[src/smpf_pkg.sv]
// Shared constants, types and helpers for the seam min-cost path finder.
package smpf_pkg;

    localparam int MAX_WIDTH   = 512;
    localparam int MAX_HEIGHT  = 512;
    localparam int ENERGY_BITS = 16;
    localparam int COST_W      = 32;
    localparam int COL_W       = $clog2(MAX_WIDTH);
    localparam int ROW_W       = $clog2(MAX_HEIGHT);
    localparam int PRED_AW     = ROW_W + COL_W;
    localparam int CFG_W       = 10;
    localparam int CFG_IDX_W   = 2;
    localparam int COORD_W     = 9;

    typedef logic [COST_W-1:0]      cost_t;
    typedef logic [COL_W-1:0]       col_t;
    typedef logic [ROW_W-1:0]       row_t;
    typedef logic [CFG_W-1:0]       cfg_data_t;
    typedef logic [CFG_IDX_W-1:0]   cfg_idx_t;
    typedef logic [ENERGY_BITS-1:0] energy_t;
    typedef logic [COORD_W-1:0]     coord_t;
    typedef logic [1:0]             pred_t;

    // Predecessor codes
    localparam pred_t PRED_UP_LEFT  = 2'd0;
    localparam pred_t PRED_UP       = 2'd1;
    localparam pred_t PRED_UP_RIGHT = 2'd2;

    // Opcodes
    localparam logic OP_LOAD = 1'b0;
    localparam logic OP_SEAM = 1'b1;

    // Register indexes
    localparam cfg_idx_t REG_FRAME_WIDTH  = 2'd0;
    localparam cfg_idx_t REG_FRAME_HEIGHT = 2'd1;

    typedef struct packed {
        logic capture;    // input transaction taken this cycle
        logic ld_exec;    // finish a pixel load
        logic seam_emit;  // produce a seam result
        logic seam_upd;   // step the trace to the row above
    } ctrl_cmd_t;

    typedef struct packed {
        logic in_op;      // opcode of the offered transaction
        logic out_free;   // output register can take a result
        logic seam_more;  // a trace step follows the emitted result
    } ctrl_sts_t;

    // Last usable index for a dimension: 0 is taken as 1, above max as max.
    function automatic cfg_data_t dim_last(input cfg_data_t v, input int maxv);
        cfg_data_t r;
        if (v == '0)
            r = '0;
        else if (v > cfg_data_t'(maxv))
            r = cfg_data_t'(maxv - 1);
        else
            r = v - cfg_data_t'(1);
        return r;
    endfunction

endpackage

[src/smpf_controller.sv]
// Controller: sequences pixel loads and seam trace steps.
module smpf_controller (
    input  logic                  clk,
    input  logic                  rst_n,
    input  logic                  in_valid,
    output logic                  in_ready,
    input  smpf_pkg::ctrl_sts_t   sts,
    output smpf_pkg::ctrl_cmd_t   cmd
);

    typedef enum logic [1:0] {
        ST_IDLE,
        ST_LOAD,
        ST_SEAM,
        ST_TRACE
    } state_t;

    state_t state_reg;
    logic   ready_reg;

    always_ff @(posedge clk or negedge rst_n)
    begin
        if (!rst_n)
        begin
            state_reg <= ST_IDLE;
            ready_reg <= 1'b1;
        end
        else
        begin
            unique case (state_reg)
                ST_IDLE:
                begin
                    if (in_valid && ready_reg)
                    begin
                        ready_reg <= 1'b0;
                        state_reg <= (sts.in_op == smpf_pkg::OP_SEAM) ? ST_SEAM : ST_LOAD;
                    end
                end
                ST_LOAD:
                begin
                    ready_reg <= 1'b1;
                    state_reg <= ST_IDLE;
                end
                ST_SEAM:
                begin
                    if (sts.out_free)
                    begin
                        if (sts.seam_more)
                            state_reg <= ST_TRACE;
                        else
                        begin
                            ready_reg <= 1'b1;
                            state_reg <= ST_IDLE;
                        end
                    end
                end
                ST_TRACE:
                begin
                    ready_reg <= 1'b1;
                    state_reg <= ST_IDLE;
                end
                default:
                begin
                    ready_reg <= 1'b1;
                    state_reg <= ST_IDLE;
                end
            endcase
        end
    end

    assign in_ready      = ready_reg;
    assign cmd.capture   = in_valid && ready_reg;
    assign cmd.ld_exec   = (state_reg == ST_LOAD);
    assign cmd.seam_emit = (state_reg == ST_SEAM) && sts.out_free;
    assign cmd.seam_upd  = (state_reg == ST_TRACE);

endmodule

[config.mk]
export PLATFORM = sky130hd
export DESIGN_NAME = smpf_controller
export DESIGN_NICKNAME = d
export VERILOG_FILES = /design/src/smpf_pkg.sv /design/src/smpf_controller.sv
export SDC_FILE = /design/constraint.sdc
export NUM_CORES = 1
export LEC_CHECK = 0
export ABC_AREA = 1
export BUFFER_PORTS_ARGS = -buffer_cell sky130_fd_sc_hd__buf_2
export CAP_MARGIN = 0
export CORE_AREA = 8 8 45 47
export CTS_CLUSTER_DIAMETER = 120
export DETAILED_ROUTE_END_ITERATION = 10
export DIE_AREA = 0 0 53 55
export GPL_TIMING_DRIVEN = 0
export MAX_ROUTING_LAYER = met4
export SLEW_MARGIN = 20
export SYNTH_ARGS = -nofsm -noshare
export SYNTH_HDL_FRONTEND = slang
export SYNTH_SLANG_ARGS = --single-unit
[constraint.sdc]
create_clock -name clk -period 1 [get_ports clk]
set_clock_uncertainty 0.1 [all_clocks]
set_input_delay 0.05 -clock clk [delete_from_list [all_inputs] [get_ports clk]]
set_output_delay 0.05 -clock clk [all_outputs]
set_load 0.005 [all_outputs]
Word level (Yosys, flattened, before mapping)
Cells that the tools add are included.
W data, S select, Z words.
Word-level totals
  register bits after elaboration: 3
  input bits: 6
  output and inout port bits: 5
  logic and storage cells: 23
Operators by class
  eq/ne operators: 6
  muxes and demuxes: 9
  reduce and logical (&&, ||, !) cells: 6
Operators with widths (count)
  $mux W2: 4
  $ne A2 B2 Y1 const B: 3
  $pmux W2 S3: 1
  $eq A2 B2 Y1 const B: 2
  $mux W1: 3
  $pmux W1 S3: 1
  $reduce_and A3 Y1: 1
  $eq A2 B1 Y1 const B: 1
  $logic_and A1 B1 Y1: 2
  $logic_not A2 Y1: 1
  $reduce_and A2 Y1: 1
  $reduce_or A2 Y1: 1

Depth between registers and ports, before layout
  depth after elaboration: 3
  depth in mapped cells: 5
  depth with buffers taken out: 5

Worst setup path after synthesis
OpenSTA, ideal clock, no wires.
  path kind: reg-to-reg
  start: register ready_reg, in the netlist in_ready
  end: register ready_reg, in the netlist in_ready
  library setup time: 79 ps
  arrival time: 828 ps
  required time: 821 ps
  path slack: -6 ps
  cell stages (with the launch flop): 6
  path buffers: 0
  clock period less this slack: 1006 ps
  cells stage by stage: dfstp_2 > nand2_1 > nand2_2 > nand3_1 > nand2_1 > nand2_1
On the way
  word-level cells in the longest chain between the ends: 3
RTL lines
  from (decl): RTL line smpf_controller.sv:19  | logic ready_reg;
  from (signal assigned): RTL line smpf_controller.sv:26  | ready_reg <= 1'b1;
  from (signal assigned): RTL line smpf_controller.sv:35  | ready_reg <= 1'b0;
  from (signal assigned): RTL line smpf_controller.sv:41  | ready_reg <= 1'b1;
  $logic_and A1 B1 Y1: RTL line smpf_controller.sv:33  | if (in_valid && ready_reg)
  $ne A2 B2 Y1 (no source line)
  $reduce_and A3 Y1 (no source line)
No other way between the ends.
A chain may end at the register's enable or synchronous reset.

==> results by group <==
Run status
  • Status: finished with violations
  • Failing checks: setup timing

Critical path
  • Slowest CP cell: dfstp_2
  • Critical path endpoint category: primary output
  • Reg2reg start: in_ready$_DFFE_PN1P_
  • Critical path cell sequence: nand2_2 > inv_2 > buf_6
  • R2R depth: 5
  • Reg2Reg Setup Slack: -0.07 ns
  • WP data arrival: 1.00 ns
  • CP max stage delay: 0.55 ns
  • Startpoint Class: flop
  • Worst flop-to-flop path endpoint: in_ready$_DFFE_PN1P_
  • Max FO, Critical Path: 3
  • WP data required: 0.85 ns
  • Critical path type: flop to primary output

Synthesis
  • Post-synth EDFFs: 0
  • Post-synth top area cell: dfrtp_1
  • Post-synthesis compound-gate area fraction: 6.04%
  • Ranking of synthesized cells by area: dfrtp_1 27%, nand2_1 22%, dfstp_2 14%
  • Syn Nets: 35
  • Sequential area share after synthesis: 40.9%
  • Yosys warns: 0
  • XOR/XNOR share of the synthesized area: 0%
  • Mux cell area share after synthesis: 0%
  • Simple-gate share of the synthesized area: 40.9%
  • Library cells used by synthesis: 10
  • Synth cell count leaders: 11 x nand2_1, 6 x inv_1, 3 x nand3_1
  • Avg Cell Area, Syn: 6.43 sq um
  • Largest family of logic cells by synthesized area: simple AND/OR/NAND/NOR gates
  • Post-synth ARST share: 100%
  • Post-synth top area share: 26.8%
  • Adder-Cell Fraction of Synth Area: 0%
  • Mapped Cells: 29
  • Post-Synthesis Cell Area: 186 sq um
  • Most frequent cell after synthesis: nand2_1
  • Number of synthesized register bits: 3
  • Ys flop type: dfrtp_1

Floorplanning
  • Cell row count: 14
  • Core area: 1380 sq um
  • IO Pins: 11
  • Die width: 53 um
  • Die Y: 55 um
  • Initial cell density of the core: 13.5%
  • Die area: 2920 sq um

Clocking
  • Setup bufs post-CTS: 0
  • Clock Latency Late Sink: 0.23 ns
  • Clock sink total: 3
  • Root buffer cell: clkbuf_4
  • Total CTS buffers: 3
  • CTS tree: built
  • Clock Tree Buf Depth: 2
  • Clock transition at path regs: 0.04 ns
  • # H-tree levels: 1

STA
  • Slew Limit Fails: 0
  • Endpoints failing hold: 0
  • Finish-stage setup viols: 8
  • Period utilization: 115%
  • Slew @ Worst Pin: 0.182 ns
  • Post-layout minimum cycle time: 1.15 ns
  • Rel. slew slack: 87.8%
  • Fmax: 0.873 GHz
  • Fin worst setup slack: -0.145 ns
  • RSZ-0062 raised after global routing: yes

Placement
  • Placed Instance Area: 259 sq um
  • Hpwl dp: 418 um
  • Pre-CTS setup slack: -0.0544 ns
  • Number of I/O port buffers: 10
  • Routability cong.: 0.718
  • Placed cells: 55

Global route
  • Largest net degree at the start of global routing: 8
  • GRT Overall Usage: 4.57%
  • Initial antenna violation count: 0
  • First-pass GRT wire length: 834 um
  • Vias in the first global route: 218
  • Global route total overflow: 0

Pwr
  • Peak VDD IR: 0.487 mV
  • Pwr/cell area: 1070 nW/um^2
  • Leakage power: 0.197 nW
  • Total power draw: 0.363 mW

Drt
  • Final ANT Viol Nets: 0
  • Final wirelength: 539 um
  • Vias/cell: 3.63
  • Drt drc: 0
  • Number of DRC markers in iteration 0: 1
  • DR WL/cell: 8.69 um
  • DRT Pass-1 Iters: 2
  • Vias post-DR: 225

Cells and area
  • Ant diodes: 0
  • FILL cells: 156
  • Max reg flops: 2
  • Layout cells sized above 1: 47.8%
  • Final instance area: 340 sq um
  • Fin nets: 53
  • Finished Layout Cells: 62
  • Layout area overhead: 82.5%
  • FF/Latch Area: 78.8 sq um
  • Footprint of the multi-input gates: 100 sq um

Min path
  • Hold Path Class: primary input to asynchronous set/reset pin

Run
  • Max Cap Violations: 0
[logic make-up after synthesis]
kind of cell / Yosys count
and+or+nand+nor: 18
AOI/OAI and AO/OA: 2
DFF: 3
buffers and inverters: 6
[through the flow]
step / hold WS, ns / setup TNS [ns] / util (%)
after floorplan: -0.346 / 0 / -
after global routing: 0.0529 / -1.01 / 24.6
after detailed placement: -0.252 / -0.152 / 18.7
after CTS: 0.0447 / -0.549 / 23.2
final: 0.0469 / -0.543 / 24.6
after global placement: -0.254 / -0.0777 / 18.7
[cell type report]
cell class / instances / share of cell area, %
inverter: 6 / 6.62
clock buffer: 4 / 7.72
multi-input combinational: 20 / 29.4
timing repair buffer: 13 / 27.2
sequential: 3 / 23.2
tap: 16 / 5.88
[report_power, final]
| part | leakage [nW] | switching, mW | internal, mW |
|---|---|---|---|
| combinational | 0.147 | 0.0109 | 0.0169 |
| clock | 0.0150 | 0.0633 | 0.150 |
| sequential | 0.0349 | 0 | 0.122 |
[worst max-delay path by stage]
stage / startpoint / endpoint / slack (ns) / cells after the start
4_1_cts: in_ready$_DFFE_PN1P_ / cmd[3] / -0.14 / 3
5_1_grt: in_ready$_DFFE_PN1P_ / cmd[3] / -0.20 / 3
3_5_place_dp: state_reg[1]$_DFFE_PN0P_ / in_ready$_DFFE_PN1P_ / -0.05 / 5
6_report: in_ready$_DFFE_PN1P_ / cmd[3] / -0.15 / 3
3_3_place_gp: state_reg[1]$_DFFE_PN0P_ / in_ready$_DFFE_PN1P_ / -0.04 / 5
2_1_floorplan: in_ready$_DFFE_PN1P_ / in_ready$_DFFE_PN1P_ / 0.006 / 5
[routing by layer]
layer	vias up	routed length, um	global-route usage [%]
li1	121	-	-
met1	93	247	5.35
met2	11	190	4.30
met3	0	101	4.81
met4	0	0	2.59
met5	-	0	-
[cells in the final DEF (no fill, tap or decap)]
| cell | instances |
|---|---|
| clkbuf_4 | 3 |
| nand2_1 | 10 |
| a21oi_1 | 1 |
| dfstp_2 | 1 |
| buf_2 | 8 |
| nor2_4 | 1 |
| nand2_2 | 2 |
| inv_1 | 4 |
| buf_6 | 2 |
| nand3_2 | 1 |
| inv_2 | 2 |
| dfrtp_2 | 2 |
| nand3_1 | 2 |
| clkbuf_1 | 1 |
| dlygate4sd3_1 | 3 |
| a31oi_1 | 1 |
| nor2_1 | 2 |
[worst max-delay path, delay by kind of cell, from the launching register on]
family | cells | cell delay, ns
buffers and inverters | 2 | 0.13
AND/OR/NAND/NOR | 1 | 0.08
flip-flops | 1 | 0.55
[repair_timing]
action,in CTS,in global routing
resized for setup,3,5
setup endpoints to repair,8,8
pin swaps,0,4
endpoints found under the hold margin,5,0
hold buffers,3,0
Note: power is estimated with default switching activity, not from simulation.
